File: config.mk
export PLATFORM = sky130hd
export DESIGN_NAME = fifo_with_flush_timeout_notify_core
export DESIGN_NICKNAME = d
export VERILOG_FILES = /design/src/rtl/fifo_ftn_pkg.sv /design/src/rtl/fifo_ftn_ram.sv /design/src/rtl/fifo_with_flush_timeout_notify_core.sv
export SDC_FILE = /design/constraint.sdc
export NUM_CORES = 1
export LEC_CHECK = 0
export ABC_AREA = 1
export BUFFER_PORTS_ARGS = -buffer_cell sky130_fd_sc_hd__buf_2
export CAP_MARGIN = 25
export CORE_MARGIN = 5
export CORE_UTILIZATION = 31
export CTS_CLUSTER_SIZE = 12
export DETAILED_ROUTE_END_ITERATION = 6
export SLEW_MARGIN = 20
export SYNTH_ARGS = -nofsm -noshare
export SYNTH_HDL_FRONTEND = slang
export SYNTH_SLANG_ARGS = --single-unit
export TNS_END_PERCENT = 50
File: constraint.sdc
create_clock -name i_clk -period 7.6 [get_ports i_clk]
set_input_delay 0 -clock i_clk [delete_from_list [all_inputs] [get_ports i_clk]]
set_output_delay 0 -clock i_clk [all_outputs]
set_load 0.01 [all_outputs]
File: src/rtl/fifo_ftn_pkg.sv
// package: codes, types and constants for the flush-timeout notify fifo
package fifo_ftn_pkg;

    localparam int DEPTH_DEF      = 16;
    localparam int DATA_WIDTH_DEF = 32;
    localparam int CAP_W          = 5;
    localparam int TMO_W          = 16;
    localparam int ELAPSED_W      = 17;
    localparam int LVL_W          = 4;
    localparam int CFG_IDX_W      = 1;
    localparam int CFG_DATA_W     = 16;
    localparam logic [CAP_W-1:0] CAP_RESET = 5'd16;
    localparam logic [CAP_W-1:0] CAP_MIN   = 5'd2;

    typedef enum logic [1:0] {
        OP_PUSH = 2'd0,
        OP_POP  = 2'd1,
        OP_TICK = 2'd2,
        OP_NONE = 2'd3
    } t_op;

    typedef enum logic [1:0] {
        ST_OK    = 2'd0,
        ST_FULL  = 2'd1,
        ST_EMPTY = 2'd2
    } t_status;

    typedef enum logic [CFG_IDX_W-1:0] {
        REG_CAPACITY = 1'd0,
        REG_TIMEOUT  = 1'd1
    } t_reg_idx;

endpackage

File: src/rtl/fifo_ftn_ram.sv
// generic single-port-write, single-port-read ram with registered read
module fifo_ftn_ram
    import fifo_ftn_pkg::*;
#(
    parameter int WIDTH = DATA_WIDTH_DEF,
    parameter int DEPTH = DEPTH_DEF
) (
    input  logic                     i_clk,
    input  logic                     i_we,
    input  logic [$clog2(DEPTH)-1:0] i_waddr,
    input  logic [WIDTH-1:0]         i_wdata,
    input  logic                     i_re,
    input  logic [$clog2(DEPTH)-1:0] i_raddr,
    output logic [WIDTH-1:0]         o_rdata
);

    logic [WIDTH-1:0] r_mem [DEPTH];
    logic [WIDTH-1:0] r_rdata;

    always_ff @(posedge i_clk) begin
        if (i_we) begin
            r_mem[i_waddr] <= i_wdata;
        end
        if (i_re) begin
            r_rdata <= r_mem[i_raddr];
        end
    end

    assign o_rdata = r_rdata;

endmodule

File: src/rtl/fifo_with_flush_timeout_notify_core.sv
// top level: ring fifo with push/pop/tick items and flush-timeout notification
// result valid is registered in the cycle after the item is accepted
// one item per cycle unless stalled; ram read port and pointer update settle in that cycle
// input stall only while a result is held and the output is stalled
// reset: synchronous active low; clears pointers, tick counter, result valid,
// capacity to 16 and timeout to 0; ram contents are not cleared
module fifo_with_flush_timeout_notify_core
    import fifo_ftn_pkg::*;
#(
    parameter int DEPTH      = DEPTH_DEF,
    parameter int DATA_WIDTH = DATA_WIDTH_DEF
) (
    input  logic                  i_clk,
    input  logic                  i_rst_n,
    input  logic                  i_in_valid,
    output logic                  o_in_stall,
    input  logic [1:0]            i_operation,
    input  logic [DATA_WIDTH-1:0] i_write_data,
    input  logic                  i_immediate,
    output logic                  o_out_valid,
    input  logic                  i_out_stall,
    output logic [1:0]            o_status,
    output logic [DATA_WIDTH-1:0] o_read_data,
    output logic                  o_notify,
    output logic [LVL_W-1:0]      o_fill_level,
    input  logic                  i_cfg_we,
    input  logic [CFG_IDX_W-1:0]  i_cfg_index,
    input  logic [CFG_DATA_W-1:0] i_cfg_data
);

    localparam int IDX_W = $clog2(DEPTH);
    localparam int EXT_W = CAP_W + 1;
    localparam logic [ELAPSED_W-1:0] ELAPSED_MAX = '1;

    logic [CAP_W-1:0]     r_cap;
    logic [TMO_W-1:0]     r_tmo;
    logic [IDX_W-1:0]     r_widx, n_widx;
    logic [IDX_W-1:0]     r_ridx, n_ridx;
    logic [ELAPSED_W-1:0] r_elapsed, n_elapsed;
    logic                 r_out_valid;
    t_status              r_status, n_status;
    logic                 r_notify, n_notify;
    logic                 r_pop_ok, n_pop_ok;
    logic [LVL_W-1:0]     r_level, n_level;

    logic                 in_acc;
    logic                 ram_we;
    logic [DATA_WIDTH-1:0] ram_rdata;
    logic [EXT_W-1:0]     len;
    logic [EXT_W-1:0]     w_ext, r_ext, w_nxt, r_nxt, nw_ext, nr_ext;
    logic [ELAPSED_W-1:0] elapsed_inc;
    logic                 empty;
    t_op                  op;

    assign in_acc     = i_in_valid && !o_in_stall;
    assign o_in_stall = r_out_valid && i_out_stall;
    assign op         = t_op'(i_operation);

    // effective ring length
    always_comb begin
        len = EXT_W'(r_cap);
        if (r_cap < CAP_MIN) begin
            len = EXT_W'(CAP_MIN);
        end else if (32'(r_cap) > 32'(DEPTH)) begin
            len = EXT_W'(DEPTH);
        end
    end

    always_comb begin
        w_ext       = EXT_W'(r_widx);
        r_ext       = EXT_W'(r_ridx);
        w_nxt       = (w_ext + EXT_W'(1) >= len) ? '0 : w_ext + EXT_W'(1);
        r_nxt       = (r_ext + EXT_W'(1) >= len) ? '0 : r_ext + EXT_W'(1);
        empty       = (r_widx == r_ridx);
        elapsed_inc = (r_elapsed < ELAPSED_MAX) ? r_elapsed + ELAPSED_W'(1) : r_elapsed;

        n_widx    = r_widx;
        n_ridx    = r_ridx;
        n_elapsed = r_elapsed;
        n_status  = ST_OK;
        n_notify  = 1'b0;
        n_pop_ok  = 1'b0;
        ram_we    = 1'b0;

        unique case (op)
            OP_PUSH: begin
                if (w_nxt == r_ext) begin
                    n_status = ST_FULL;
                    n_notify = 1'b1;
                end else begin
                    ram_we   = in_acc;
                    n_widx   = IDX_W'(w_nxt);
                    n_notify = i_immediate;
                end
            end
            OP_POP: begin
                if (empty) begin
                    n_status = ST_EMPTY;
                end else begin
                    n_pop_ok = 1'b1;
                    n_ridx   = IDX_W'(r_nxt);
                end
            end
            OP_TICK: begin
                n_elapsed = elapsed_inc;
                if (!empty && elapsed_inc > ELAPSED_W'(r_tmo)) begin
                    n_notify  = 1'b1;
                    n_elapsed = '0;
                end
            end
            default: begin
            end
        endcase

        nw_ext = EXT_W'(n_widx);
        nr_ext = EXT_W'(n_ridx);
        // level after this item, indices always inside the ring
        if (nw_ext >= nr_ext) begin
            n_level = LVL_W'(nw_ext - nr_ext);
        end else begin
            n_level = LVL_W'(nw_ext + len - nr_ext);
        end
    end

    always_ff @(posedge i_clk) begin
        if (!i_rst_n) begin
            r_cap       <= CAP_RESET;
            r_tmo       <= '0;
            r_widx      <= '0;
            r_ridx      <= '0;
            r_elapsed   <= '0;
            r_out_valid <= 1'b0;
        end else begin
            if (in_acc) begin
                r_widx    <= n_widx;
                r_ridx    <= n_ridx;
                r_elapsed <= n_elapsed;
            end
            if (in_acc) begin
                r_out_valid <= 1'b1;
            end else if (!i_out_stall) begin
                r_out_valid <= 1'b0;
            end
            if (i_cfg_we) begin
                unique case (t_reg_idx'(i_cfg_index))
                    REG_CAPACITY: begin
                        r_cap     <= i_cfg_data[CAP_W-1:0];
                        r_widx    <= '0;
                        r_ridx    <= '0;
                        r_elapsed <= '0;
                    end
                    REG_TIMEOUT: begin
                        r_tmo <= i_cfg_data[TMO_W-1:0];
                    end
                    default: begin
                    end
                endcase
            end
        end
    end

    always_ff @(posedge i_clk) begin
        if (in_acc) begin
            r_status <= n_status;
            r_notify <= n_notify;
            r_pop_ok <= n_pop_ok;
            r_level  <= n_level;
        end
    end

    fifo_ftn_ram #(
        .WIDTH (DATA_WIDTH),
        .DEPTH (DEPTH)
    ) u_ram (
        .i_clk   (i_clk),
        .i_we    (ram_we),
        .i_waddr (r_widx),
        .i_wdata (i_write_data),
        .i_re    (in_acc),
        .i_raddr (r_ridx),
        .o_rdata (ram_rdata)
    );

    assign o_out_valid  = r_out_valid;
    assign o_status     = r_status;
    assign o_notify     = r_notify;
    assign o_fill_level = r_level;
    assign o_read_data  = r_pop_ok ? ram_rdata : '0;

    a_full_notifies: assert property (@(posedge i_clk) disable iff (!i_rst_n)
        o_out_valid && o_status == ST_FULL |-> o_notify)
        else $error("full push without notify");

    a_empty_pop_quiet: assert property (@(posedge i_clk) disable iff (!i_rst_n)
        o_out_valid && o_status == ST_EMPTY |-> o_read_data == '0 && !o_notify)
        else $error("empty pop returned data or notify");

    a_idx_in_ring: assert property (@(posedge i_clk) disable iff (!i_rst_n)
        EXT_W'(r_widx) < len && EXT_W'(r_ridx) < len)
        else $error("fifo index outside ring");

    a_accept_gives_result: assert property (@(posedge i_clk) disable iff (!i_rst_n)
        in_acc |=> r_out_valid)
        else $error("accepted item produced no result");

endmodule
== Yosys cells after proc, flatten, opt, wreduce, memory -nomap -nowiden ==
Memory sizes are Yosys's and may differ from the RTL's. A register that Yosys moved wholly into a read port is not among the register bits.
Index checks and enable logic that the tools add are counted.
Widths: inputs -> output; s select.

* Output and inout bits: 41
* Memories: 1
* Bits in registers: 55
* Word-level logic and storage cells: 73
* Bits of input ports: 57
* Bits in writable memories: 512

* Equal/unequal tests: 5
* Multiplexer cells: 35
* Reductions and logical operators: 8
* $add $sub $neg: 6
* $lt $le $gt $ge: 7
* Bitwise logic cells: 1

{| class="wikitable"
|+ Memories
! name !! depth !! width !! rd ports !! clocked after memory_dff !! wr ports !! line !! RTL
|-
| u_ram.r_mem || 16 || 32 || 1 || 1 || 1 || fifo_ftn_ram.sv:17 || <nowiki>logic [WIDTH-1:0] r_mem [DEPTH];</nowiki>
|}

{| class="wikitable"
|+ Operators with widths
! operator !! number
|-
| $mux 17 || 6
|-
| $mux 4 || 12
|-
| $mux 32 || 1
|-
| $add 17x1->17 const B || 1
|-
| $gt 17x16->1 || 1
|-
| $lt 17x17->1 const B || 1
|-
| $mux 5 || 3
|-
| $add 4x1->5 const B || 2
|-
| $ge 5x5->1 || 2
|-
| $mux 1 || 10
|-
| $sub 4x4->4 || 2
|-
| $eq 5x4->1 || 1
|-
| $gt 5x5->1 const B || 1
|-
| $lt 5x2->1 const B || 1
|-
| $add 4x4->4 || 1
|-
| $eq 4x4->1 || 1
|-
| $ge 4x4->1 || 1
|-
| $pmux 2 s2 || 1
|-
| $reduce_and 2->1 || 2
|-
| $logic_and 1x1->1 || 3
|-
| $eq 2x1->1 const B || 1
|-
| $eq 2x2->1 const B || 1
|-
| $logic_not 1->1 || 2
|-
| $logic_not 2->1 || 1
|-
| 4 further kinds || 4
|}

== Depth between registers and ports, before layout ==
Gate-level depths: netlist of run 1.

* Word-level depth: 11
* Mapped depth: 27

== Modules after synthesis ==
A second synthesis of run 1 with hierarchy kept.

* Cell total of the unflattened synthesis: 2,740
* Area, all modules: 27,249.9 sq um

{| class="wikitable"
|+ Modules (own cells, without submodules)
! module !! times used !! cells each !! seq. area each (sq um) !! area an instance (sq um)
|-
| fifo_ftn_ram || 1 || 2,120 || 16,335.7 || 23,050.9
|-
| fifo_with_flush_timeout_notify_core || 1 || 620 || 1,181.1 || 4,199.0
|}

== Worst setup path after synthesis of run 1 ==
OpenSTA, ideal clock, no wires.

* Path type: flip-flop to flip-flop
* Start: reg r_out_valid (netlist: o_out_valid)
* End: mem u_ram.r_mem[3][0] (netlist name), enable pin
* Setup time: 461 ps
* Cell stages (with the launch flop): 6
* Setup slack: 1,915 ps
* Arrival time: 5,224 ps
* Data required time: 7,139 ps
* Period minus slack after synthesis: 5,685 ps
* Path through: dfxtp_1 -> nand2_1 -> inv_1 -> nor2_1 -> nand3_1 -> nor3_1

* Longest elaborated chain between the ends: 7

{| class="wikitable"
|+ RTL lines
! what !! line !! RTL
|-
| start: declaration || fifo_with_flush_timeout_notify_core.sv:40 || <nowiki>logic r_out_valid;</nowiki>
|-
| start signal: assignment || fifo_with_flush_timeout_notify_core.sv:132 || <nowiki>r_out_valid <= 1'b0;</nowiki>
|-
| start signal: assignment || fifo_with_flush_timeout_notify_core.sv:140 || <nowiki>r_out_valid <= 1'b1;</nowiki>
|-
| start signal: assignment || fifo_with_flush_timeout_notify_core.sv:142 || <nowiki>r_out_valid <= 1'b0;</nowiki>
|-
| $logic_and 1x1->1 || fifo_with_flush_timeout_notify_core.sv:56 || <nowiki>assign o_in_stall = r_out_valid && i_out_stall;</nowiki>
|-
| net o_in_stall || fifo_with_flush_timeout_notify_core.sv:16 || <nowiki>output logic o_in_stall,</nowiki>
|-
| $logic_not 1->1 || fifo_with_flush_timeout_notify_core.sv:55 || <nowiki>assign in_acc = i_in_valid && !o_in_stall;</nowiki>
|-
| $logic_and 1x1->1 || fifo_with_flush_timeout_notify_core.sv:55 ||
|-
| net in_acc || fifo_with_flush_timeout_notify_core.sv:46 || <nowiki>logic in_acc;</nowiki>
|-
| $mux 1 || fifo_with_flush_timeout_notify_core.sv:87 || <nowiki>if (w_nxt == r_ext) begin</nowiki>
|-
| $mux 1 || fifo_with_flush_timeout_notify_core.sv:85 || <nowiki>unique case (op)</nowiki>
|-
| $mux 1 || fifo_ftn_ram.sv:21 || <nowiki>if (i_we) begin</nowiki>
|-
| $mux 1 (implied by the code) || fifo_ftn_ram.sv:22 || <nowiki>r_mem[i_waddr] <= i_wdata;</nowiki>
|-
| end: declaration || fifo_ftn_ram.sv:17 ||
|}

The timed path passes the listed nets, and every way through them passes these cells.

== Final worst setup path of run 1 ==
* Start: reg r_ridx[1]
* End: reg r_level[3] (netlist: o_fill_level[3]) (data pin)

* Longest elaborated chain between the ends: 7
* Elaborated cells between the ends (all ways): 14
* Those cells by class: add/sub (4); order compare (2); eq/ne (2); mux (6)

{| class="wikitable"
|+ RTL lines
! what !! line !! RTL
|-
| start: declaration || fifo_with_flush_timeout_notify_core.sv:38 || <nowiki>logic [IDX_W-1:0] r_ridx, n_ridx;</nowiki>
|-
| start signal: assignment || fifo_with_flush_timeout_notify_core.sv:136 || <nowiki>r_ridx <= n_ridx;</nowiki>
|-
| $add 4x1->5 || fifo_with_flush_timeout_notify_core.sv:73 || <nowiki>r_nxt = (r_ext + EXT_W'(1) >= len) ? '0 : r_ext + EXT_W'(1);</nowiki>
|-
| $ge 5x5->1 || fifo_with_flush_timeout_notify_core.sv:73 ||
|-
| $mux 4 || fifo_with_flush_timeout_notify_core.sv:73 ||
|-
| $mux 4 || fifo_with_flush_timeout_notify_core.sv:97 || <nowiki>if (empty) begin</nowiki>
|-
| $mux 4 || fifo_with_flush_timeout_notify_core.sv:85 ||
|-
| $sub 4x4->4 (tied with other cells) || fifo_with_flush_timeout_notify_core.sv:121 || <nowiki>n_level = LVL_W'(nw_ext + len - nr_ext);</nowiki>
|-
| $mux 4 (*) || fifo_with_flush_timeout_notify_core.sv:118 || <nowiki>if (nw_ext >= nr_ext) begin</nowiki>
|-
| net n_level[3] || fifo_with_flush_timeout_notify_core.sv:44 || <nowiki>logic [LVL_W-1:0] r_level, n_level;</nowiki>
|-
| end signal: assignment || fifo_with_flush_timeout_notify_core.sv:167 || <nowiki>r_level <= n_level;</nowiki>
|-
| end: declaration || fifo_with_flush_timeout_notify_core.sv:44 ||
|}

Mark *: on every way through the listed nets, which the timed path passes. The rest lies on a longest branch.
A chain may end at the register's enable or synchronous reset.

==> metrics.yaml, run 1 <==
run_status:
  outcome: "finished, final reports clean"
synthesis:
  avgSynthCellArea_um2: 12.1
  synth_top_area_share: 0.671
  seq_area_frac_synth: 0.709
  synth_common_cells: "edfxtp_1, nand2_1, o21ai_0"
  synthesis.area_um2: 24700
  netlist-cell-type-count: 40
  synth_area_leaders: "edfxtp_1, nand2_1, o21ai_0"
  async_flop_share: 0
  synth_most_common_cell: "edfxtp_1"
  synth_edf_count: 552
  synth_fp_nets: 2144
  yosysTopAreaCell: "edfxtp_1"
  netlist_instances: 2043
  synth-seq-cells: 599
  synthFlopType: "edfxtp_1"
  yosys_warnings: 0
routing:
  vias_per_cell: 4.99
  postRouteAntennaNets: 0
  detail_route.wl_per_cell_um: 19.4
  drtIter0Drc: 1253
  firstDrtPassIters: 5
  wirelength_um: 63700
  vias: 16400
  post-route-drc-count: 0
power_and_ir_drop:
  totalPowerFinal_mw: 7.02
  vdd.ir_drop.worst_uv: 217
  powerDensity_nw_per_um2: 241
  p_leak_nw: 10.4
timing:
  final_max_slew_viol_count: 0
  max-slew-margin-rel: 0.401
  setup_viol: 0
  fin_tns_setup_ns: 0
  finalCritPeriodShare: 0.631
  rsz0062_at_grt: "false"
  clock_skew_ns: 0.0432
  hold_violations: 0
  min_period_ns: 4.80
  tightest_slew_ns: 0.899
  max_freq_mhz: 208
global_routing:
  track_usage: 0.143
  grt_pass1_vias: 16300
  grt-ovfl-total: 0
  antenna_found_initial: 3
  grt_pass1_wl_um: 97000
  grt_max_degree: 253
critical_path:
  reg2regPathDepth: 18
  cp_data_arrival_time_ns: 5.16
  cp-end-kind: "flop"
  critPathLaunchType: "flop"
  cp_data_required_time_ns: 7.96
  critPathMaxFanout: 71
  critical_path_class: "reg2reg"
placement:
  place_congestion: 0.841
  port-buffer-count: 97
  dp.cells: 3108
  hpwl_um: 35700
  place_area_um2: 26500
floorplan:
  die-area_um2: 85400
  initial_core_util: 0.313
  num_rows: 103
  die_h_um: 292
  ios: 98
  core_area_um2: 79000
  die_w_um: 292
final_layout:
  stdcell_area_um2: 29100
  synthToLayoutAreaGrowth_pct: 17.8
  layout.cells.non_filler: 3282
  nNetsFinal: 2301
  final_layout_size_suffix_gt1_frac: 0.114
  final_util: 0.368
clock_tree:
  clockBufferDepth: 3
  numCtsBuffers: 60
  clk_latency_ns: 0.64
  cts.repair.resized: 0
  cts-htree-levels: 2
  cts_sinks: 599
  tritoncts: "yes"
  cts_setup_buffers: 0
  cts_root_buffer: "clkbuf_16"
  path_clk_slew_ns: 0.06
min_path:
  min_path_type: "in2reg"
  hold_depth: 4
job:
  drv_cap: 0
==> path summary, 6_finish.rpt <==
check	start	end	slack (ns)
hold / removal	i_cfg_data[1]	r_tmo[1]	0.28
setup reg to reg	r_ridx[1]	o_fill_level[3]	2.80
setup / recovery	r_ridx[1]	o_fill_level[3]	2.80
hold reg to reg	r_tmo[7]	r_tmo[7]	0.46
==> critical path: stages (launching register included) <==
cell,delay [ns]
dfxtp_2,0.31
buf_4,0.67
ha_1,0.40
ha_1,0.28
a21boi_0,0.13
o21a_1,0.19
o21ai_0,0.17
nand2_1,0.08
a21oi_1,0.28
nand3_1,0.11
o21ai_0,0.15
inv_1,0.13
fa_1,0.48
ha_1,0.35
a21oi_1,0.15
nand2_1,0.08
xor2_1,0.15
xor2_1,0.16
mux2_2,0.26
==> routing by layer <==
layer,vias up,global-route usage,wire length (um)
met5,-,0,13
met4,2,0.0386,1650
met3,113,0.0283,4210
li1,7657,-,-
met1,8072,0.198,28300
met2,519,0.233,29600
==> placed cells by master, fill, tap and decap left out, types with 23 or more instances in the layout <==
cell,count
a21oi_1,134
a221oi_1,41
buf_2,97
buf_4,27
clkbuf_16,60
dfxtp_1,43
dlygate4sd3_1,77
edfxtp_1,552
ha_1,40
inv_1,124
nand2_1,341
nand3_1,61
nand4_1,28
nor2_1,180
o21ai_0,209
o221ai_1,23
o22ai_1,42
xor2_1,26
==> metrics by stage <==
step,setup WS [ns],hold slack (ns)
after floorplan,1.92,0.0989
final,2.80,0.277
after CTS,2.87,0.235
after global placement,3.03,0.275
after detailed placement,2.86,0.286
after global routing,2.58,0.275
==> timing repair <==
item | 4_1_cts | 5_1_grt
hold buffers | 77 | 0
endpoints found under the hold margin | 561 | 0
setup endpoints to repair | 0 | 0
==> flip-flops by register name, summed over array words and instances, names as in the netlist <==
| name | count |
|---|---|
| r_pop_ok | 1 |
| r_elapsed | 17 |
| r_ridx | 4 |
| u_ram.r_mem | 512 |
| u_ram.o_rdata | 32 |
| r_widx | 4 |
| r_tmo | 16 |
| r_cap | 5 |
| o_notify | 1 |
| o_out_valid | 1 |
| o_fill_level | 4 |
| o_status | 2 |
==> where the power goes <==
part           internal [mW]  total [mW]  leakage [nW]  switching (mW)
Sequential              3.66        3.69          5.38          0.0245
Clock                   1.54        2.74         0.855            1.21
Combinational          0.192       0.592          4.16           0.399
Total                   5.39        7.02          10.4            1.63
==> cell families after synthesis <==
group / Yosys count / share of synthesized area
xor+xnor: 29 / 0.0103
compound gates: 467 / 0.109
simple gates: 659 / 0.110
fa+ha+maj: 44 / 0.0235
buf+inv: 244 / 0.0384
mux: 1 / 0.000456
flops: 599 / 0.709
==> final cells by class <==
| class | count | area (um2) |
|---|---|---|
| multi-input combinational | 1200 | 6370 |
| timing repair buffer | 208 | 1620 |
| inverter | 131 | 497 |
| sequential | 599 | 17500 |
| clock inverter | 18 | 218 |
| tap | 1050 | 1310 |
| fill | 7583 | 49900 |
| clock buffer | 74 | 1550 |
| antenna | 2 | 5.00 |
(Power assumes the default switching activity.)
==> run 2, diff against run 1 <==
clock period = 4.55 ns   (was 7.6 ns; I/O delays follow)
==> run 2 against run 1 <==
  * Final cell count rose by 0.43%
  * Highest routed layer unchanged
  * Global-route usage is 0.56 points higher
  * Critical endpoint unchanged
  * Fmax rose by 12%
  * Sequential power rose by 67%
  * Worst setup slack worse by 2.5 ns
  * Clock skew grew 0.039 ns
  * Critical path depth grew 1
  * Register-to-register slack got worse by 2.5 ns
  * Via count up 1.4%
  * First-iteration DRC count up 23%
==> metrics.yaml, run 2 (synthesis gave the netlist of run 1 again) <==
timing:
  setup_viol: 0  # unchanged
  finalCritPeriodShare: 0.940  # was 0.631
  final_max_slew_viol_count: 0  # unchanged
  whs_ns: 0.158  # was 0.277 ns
  max_freq_mhz: 234  # was 208 MHz
  hold_violations: 0  # unchanged
  fin_ws_ns: 0.271  # was 2.80 ns
  tightest_slew_ns: 1.01  # was 0.899 ns
  clock_skew_ns: 0.0821  # was 0.0432 ns
  max-slew-margin-rel: 0.324  # was 0.401
  min_period_ns: 4.28  # was 4.80 ns
floorplan:
  die_w_um: 292  # unchanged
  die_h_um: 292  # unchanged
  core_area_um2: 79000  # unchanged
  num_rows: 103  # unchanged
  die-area_um2: 85400  # unchanged
  ios: 98  # unchanged
  initial_core_util: 0.313  # unchanged
clock_tree:
  clockBufferDepth: 3  # unchanged
  cts-htree-levels: 2  # unchanged
  path_clk_slew_ns: 0.06  # about the same
  cts_sinks: 599  # unchanged
  tritoncts: "yes"  # unchanged
  cts_root_buffer: "clkbuf_16"  # unchanged
  clk_latency_ns: 0.67  # was 0.64 ns
  numCtsBuffers: 60  # unchanged
routing:
  drtIter0Drc: 1536  # was 1253
  wirelength_um: 66100  # was 63700 um
  postRouteAntennaNets: 0  # unchanged
  vias: 16600  # was 16400
  vias_per_cell: 5.04  # was 4.99
  firstDrtPassIters: 6  # was 5
  post-route-drc-count: 0  # unchanged
  detail_route.wl_per_cell_um: 20.1  # was 19.4 um
global_routing:
  grt_pass1_wl_um: 99700  # was 97000 um
  grt_pass1_vias: 16400  # was 16300
  grt_max_degree: 260  # was 253
  antenna_found_initial: 5  # was 3
  track_usage: 0.149  # was 0.143
  grt-ovfl-total: 0  # unchanged
critical_path:
  cp_data_required_time_ns: 4.89  # was 7.96 ns
  reg2reg_from: "r_widx[1]"  # was r_ridx[1]
  critPathMaxFanout: 6  # was 71
  path_buf_inv: 1  # was 2
  slowest_delay_ns: 0.48  # was 0.67 ns
  critPathLaunch: "r_widx[1]"  # was r_ridx[1]
  crit_slowest_cell: "fa_1"  # was buf_4
  worst_path_most_repeated_cell: "nand2_1"  # was ha_1
  cp-end-kind: "flop"  # unchanged
  critPathLaunchType: "flop"  # unchanged
  critical_path_class: "reg2reg"  # unchanged
  cp_data_arrival_time_ns: 4.62  # was 5.16 ns
  crit_chain: "inv_1 > ha_1 > ha_1 > a21boi_0 > o21ai_0 > and2_2 > nand2_1 > xor2_1 > nand3_2 > nand2_4 > nand2_1 > nand2_1 > fa_1 > ha_4 > a21oi_1 > nand2_1 > xor2_1 > xor2_1 > mux2_2"  # was buf_4 > ha_1 > ha_1 > a21boi_0 > o21a_1 > o21ai_0 > nand2_1 > a21oi_1 > nand3_1 > o21ai_0 > inv_1 > fa_1 > ha_1 > a21oi_1 > nand2_1 > xor2_1 > xor2_1 > mux2_2
  cp_top_family: "adder cells"  # unchanged
placement:
  place_ws_ns: 0.00996  # was 2.86 ns
  port-buffer-count: 97  # unchanged
  hpwl_um: 34400  # was 35700 um
  dp.cells: 3118  # was 3108
  place_congestion: 0.803  # was 0.841
power_and_ir_drop:
  vdd.ir_drop.worst_uv: 345  # was 217 uV
  p_leak_nw: 10.5  # was 10.4 nW
  p_comb_frac: 0.086  # was 0.084
  p_sw_frac: 0.233  # was 0.232
  p_clk_frac: 0.391  # about the same
  pwr-share-seq: 0.523  # was 0.525
  powerDensity_nw_per_um2: 400  # was 241 nW/um2
  p_int_mw: 9.01  # was 5.39 mW
  p_switching_mw: 2.74  # was 1.63 mW
final_layout:
  top_register: "u_ram.r_mem"  # unchanged
  layout.cells.non_filler: 3296  # was 3282
  final_cell_mix: "edfxtp_1, nand2_1, o21ai_0"  # unchanged
  final_common_cell: "edfxtp_1"  # unchanged
  largest_reg_flops: 512  # unchanged
  synthToLayoutAreaGrowth_pct: 18.9  # was 17.8%
  nNetsFinal: 2312  # was 2301
  final_util: 0.372  # was 0.368
  seqCellArea_um2: 17500  # unchanged
  multi_input_area_um2: 6420  # was 6370 um2
  fillers: 7505  # was 7583
  final_layout_size_suffix_gt1_frac: 0.121  # was 0.114
min_path:
  min_path_type: "in2reg"  # unchanged
  min_from: "i_cfg_we"  # was i_cfg_data[1]
run_status:
  outcome: "finished, final reports clean"  # unchanged
job:
  drv_cap: 0  # unchanged
## run 2: cell types whose count changed in the layout (fill, tap and decap cells not counted), sizes merged
cell	change
diode	+2
clkinv	-1
bufinv	-1
clkbuf	+3
buf	+11
## run 2: area by class of cell
class / instances / share of cell area
sequential: 599 / 0.597
multi-input combinational: 1200 / 0.218
timing repair buffer: 219 / 0.0619
clock buffer: 77 / 0.0540
tap: 1050 / 0.0447
inverter: 131 / 0.0169
clock inverter: 16 / 0.00703
antenna: 4 / 0.000341
## run 2: routing by layer
layer / up-vias / share of wire / global-route usage / wire length [um]
met5: - / 0.00020 / 0 / 13
met4: 2 / 0.021 / 0.0389 / 1390
met3: 105 / 0.064 / 0.0250 / 4230
met2: 566 / 0.47 / 0.244 / 31200
met1: 8239 / 0.44 / 0.208 / 29300
li1: 7684 / - / - / -
## run 2: stage by stage
step	TNS (ns)	area, um2	power (mW)
global placement	0	26700	7.17
finish	0	29400	11.7
detailed placement	0	26700	7.19
floorplan	0	24700	6.82
CTS	0	29200	11.8
global route	-0.00595	29400	12.2
## run 2: path summary, 6_finish.rpt
check / slack, ns / cells past startpoint / to
worst min register to register: 0.46 / 2 / r_tmo[5]
worst max register to register: 0.27 / 19 / o_fill_level[3]
worst max-delay path: 0.27 / 19 / o_fill_level[3]
worst min-delay path: 0.16 / 6 / r_widx[0]
## run 2: worst register-to-register path: stages (launching register included)
cell	delay (ns)
dfxtp_1	0.44
inv_1	0.12
ha_1	0.35
ha_1	0.30
a21boi_0	0.12
o21ai_0	0.15
and2_2	0.22
nand2_1	0.13
xor2_1	0.20
nand3_2	0.17
nand2_4	0.12
nand2_1	0.07
nand2_1	0.13
fa_1	0.48
ha_4	0.28
a21oi_1	0.12
nand2_1	0.07
xor2_1	0.15
xor2_1	0.16
mux2_2	0.26
## run 2: power groups by stage
stage / Combinational (mW) / Clock (mW) / Sequential [mW]
after floorplan: 0.556 / 0 / 6.26
after global placement: 0.906 / 0 / 6.26
after detailed placement: 0.932 / 0 / 6.26
after CTS: 0.997 / 4.69 / 6.15
after global routing: 1.12 / 4.95 / 6.15
final: 1.01 / 4.59 / 6.15
## run 2: repair_timing
item | CTS | global route
resized for setup | 1 | 7
setup endpoints to repair | 1 | 4
hold buffers | 77 | 0
endpoints found under the hold margin | 541 | 0
pin swaps | 0 | 2
setup buffers | 0 | 1
==> run 3, diff against run 2 <==
CELL_PAD_IN_SITES_DETAIL_PLACEMENT = 1   (was default)
CELL_PAD_IN_SITES_GLOBAL_PLACEMENT = 1   (was default)
PLACE_DENSITY_LB_ADDON = 0.1   (was default)
clock period = 3.7 ns   (was 4.55 ns; I/O delays follow)
==> run 3 against run 2 <==
  * The run now ends with setup timing left
  * Sequential power rose by 23%
  * Non-clock buffer count grew 74
  * First-iteration DRC count down 43%
  * Count of clock-buffer cells in the layout rose by 18
  * Flip-flop and latch count is the same
  * Wire length up 19%
  * Cell area up 4.6%
  * Worst setup slack worse by 0.54 ns
  * Global-route usage up 3.0 points
  * Via count grew 2.3%
  * Register-to-register slack lost 0.54 ns
  * Critical endpoint unchanged
  * Highest routed layer is now met4
==> metrics.yaml, run 3 (synthesis gave the netlist of run 1 again) <==
run_status:
  outcome: "finished with violations"  # was finished, final reports clean
  violations: "setup timing"
critical_path:
  critPathLaunchType: "flop"  # unchanged
  timing.rr.end: "o_fill_level[3]"  # unchanged
  reg2regPathDepth: 22  # was 19
  cp-end-kind: "flop"  # unchanged
  critical_path_class: "reg2reg"  # unchanged
  cp_data_arrival_time_ns: 4.32  # was 4.62 ns
  rrSetupSlack_ns: -0.27  # was 0.27 ns
  cp_data_required_time_ns: 4.05  # was 4.89 ns
  reg2reg_from: "r_cap[2]"  # was r_widx[1]
  critPathLaunch: "r_cap[2]"  # was r_widx[1]
  critPathMaxFanout: 6  # unchanged
  setup.worst_path.end: "o_fill_level[3]"  # unchanged
timing:
  max-slew-margin-rel: 0.190  # was 0.324
  finalCritPeriodShare: 1.07  # was 0.940
  hold_violations: 0  # unchanged
  min_period_ns: 3.97  # was 4.28 ns
  whs_ns: 0.246  # was 0.158 ns
  fin_tns_setup_ns: -0.339  # was 0 ns
  tightest_slew_ns: 1.22  # was 1.01 ns
  max_freq_mhz: 252  # was 234 MHz
  setup_viol: 4  # was 0
  rsz0062_at_grt: "true"
  clock_skew_ns: 0.0243  # was 0.0821 ns
  fin_ws_ns: -0.268  # was 0.271 ns
  final_max_slew_viol_count: 0  # unchanged
routing:
  m1WireLength_um: 36700  # was 29300 um
  post-route-drc-count: 0  # unchanged
  firstDrtPassIters: 5  # was 6
  top_layer: "met4"  # was met5
  dr_wl_met3_um: 2550  # was 4230 um
  vias: 17000  # was 16600
  vias_per_cell: 4.98  # was 5.04
  wirelength_um: 78700  # was 66100 um
  wl_met2_um: 38300  # was 31200 um
  drtIter0Drc: 882  # was 1536
  postRouteAntennaNets: 0  # unchanged
  detail_route.wl_per_cell_um: 23.1  # was 20.1 um
clock_tree:
  path_clk_slew_ns: 0.07  # was 0.06 ns
  clockBufferDepth: 3  # unchanged
  numCtsBuffers: 73  # was 60
  tritoncts: "yes"  # unchanged
  cts_root_buffer: "clkbuf_16"  # unchanged
  clk_latency_ns: 0.62  # was 0.67 ns
  cts_sinks: 599  # unchanged
  cts-htree-levels: 3  # was 2
final_layout:
  final_common_cell: "edfxtp_1"  # unchanged
  top_register: "u_ram.r_mem"  # unchanged
  synthToLayoutAreaGrowth_pct: 24.4  # was 18.9%
  final_cell_mix: "edfxtp_1, nand2_1, o21ai_0"  # unchanged
  layout.cells.non_filler: 3409  # was 3296
  final_util: 0.389  # was 0.372
  final_layout_size_suffix_gt1_frac: 0.181  # was 0.121
  nNetsFinal: 2399  # was 2312
  largest_reg_flops: 512  # unchanged
floorplan:
  initial_core_util: 0.313  # unchanged
  die-area_um2: 85400  # unchanged
  die_w_um: 292  # unchanged
  num_rows: 103  # unchanged
  die_h_um: 292  # unchanged
  ios: 98  # unchanged
  core_area_um2: 79000  # unchanged
placement:
  port-buffer-count: 97  # unchanged
  dp.cells: 3186  # was 3118
  place_congestion: 0.789  # was 0.803
  hpwl_um: 42600  # was 34400 um
  place_ws_ns: -0.619  # was 0.00996 ns
min_path:
  min_from: "i_cfg_we"  # unchanged
  min_path_type: "in2reg"  # unchanged
global_routing:
  track_usage: 0.179  # was 0.149
  grt_pass1_wl_um: 116000  # was 99700 um
  grt-ovfl-total: 0  # unchanged
  grt_max_degree: 183  # was 260
  antenna_found_initial: 2  # was 5
  grt_pass1_vias: 17700  # was 16400
power_and_ir_drop:
  p_leak_nw: 11.2  # was 10.5 nW
  vdd.ir_drop.worst_uv: 287  # was 345 uV
  powerDensity_nw_per_um2: 516  # was 400 nW/um2
job:
  drv_cap: 0  # unchanged
## run 3: cell types whose count changed in the layout (fill, tap and decap cells not counted), sizes merged
cell | previous run | this run
clkinvlp | 1 | 3
diode | 4 | 2
dlygate4sd3 | 77 | 78
clkinv | 16 | 31
inv | 128 | 133
clkbuf | 77 | 96
buf | 142 | 214
bufinv | 2 | 3
## run 3: how the worst min path moves through the flow
stage | endpoint | slack [ns] | cells past startpoint
6_report | r_widx[0] | 0.25 | 6
3_5_place_dp | r_cap[1] | 0.27 | 3
3_3_place_gp | o_out_valid | 0.28 | 3
2_1_floorplan | u_ram.r_mem[0][0] | 0.1 | 0
5_1_grt | r_tmo[4] | 0.26 | 4
4_1_cts | r_widx[0] | 0.22 | 6
## run 3: layout make-up
| cell class | instances | area (um2) |
|---|---|---|
| repair buffers | 293 | 2460 |
| inverters | 131 | 499 |
| clock inverters | 39 | 307 |
| fillers | 8356 | 48300 |
| flip-flops and latches | 599 | 17500 |
| diodes | 2 | 5.00 |
| multi-input cells | 1200 | 6650 |
| clock buffers | 95 | 1960 |
| well taps | 1050 | 1310 |
## run 3: routing by layer
layer,vias up,global-route usage
li1,7870,-
met1,8763,0.249
met2,274,0.303
met3,72,0.0223
met4,0,0.0380
met5,-,0
## run 3: power by group
part,switching [mW],internal (mW),leakage (nW),total [mW]
clock,2.85,3.98,1.11,6.83
sequential,0.0447,7.52,5.38,7.57
combinational,0.930,0.536,4.69,1.47
## run 3: critical path, stage by stage (launching register included)
cell	delay (ns)
dfxtp_2	0.33
nor3_4	0.23
a21oi_2	0.08
inv_2	0.08
nand2_2	0.07
ha_4	0.25
a21oi_2	0.13
nor2_1	0.06
nor2_1	0.10
and2_4	0.22
nand2_4	0.07
xor2_2	0.16
nand3_4	0.13
nand2_2	0.07
nand2_2	0.10
nand2_2	0.06
fa_1	0.56
ha_4	0.23
a21oi_2	0.14
nand2_1	0.08
xor2_1	0.15
xor2_1	0.14
mux2_4	0.27
## run 3: timing repair
action                                  in CTS  in global routing
hold endpoints to repair                   540                  0
pin swaps                                   20                 30
resized for setup                           44                 44
cloned                                       0                  1
setup buffers                                3                  5
endpoints found under the setup margin     149                 70
hold buffers                                78                  0
## run 3: stage by stage
step	total power [mW]	area (um2)
final	15.9	30700
after global routing	16.5	30700
after CTS	16.0	30500
after detailed placement	9.01	27300
after global placement	8.98	27300
after floorplan	8.39	24800
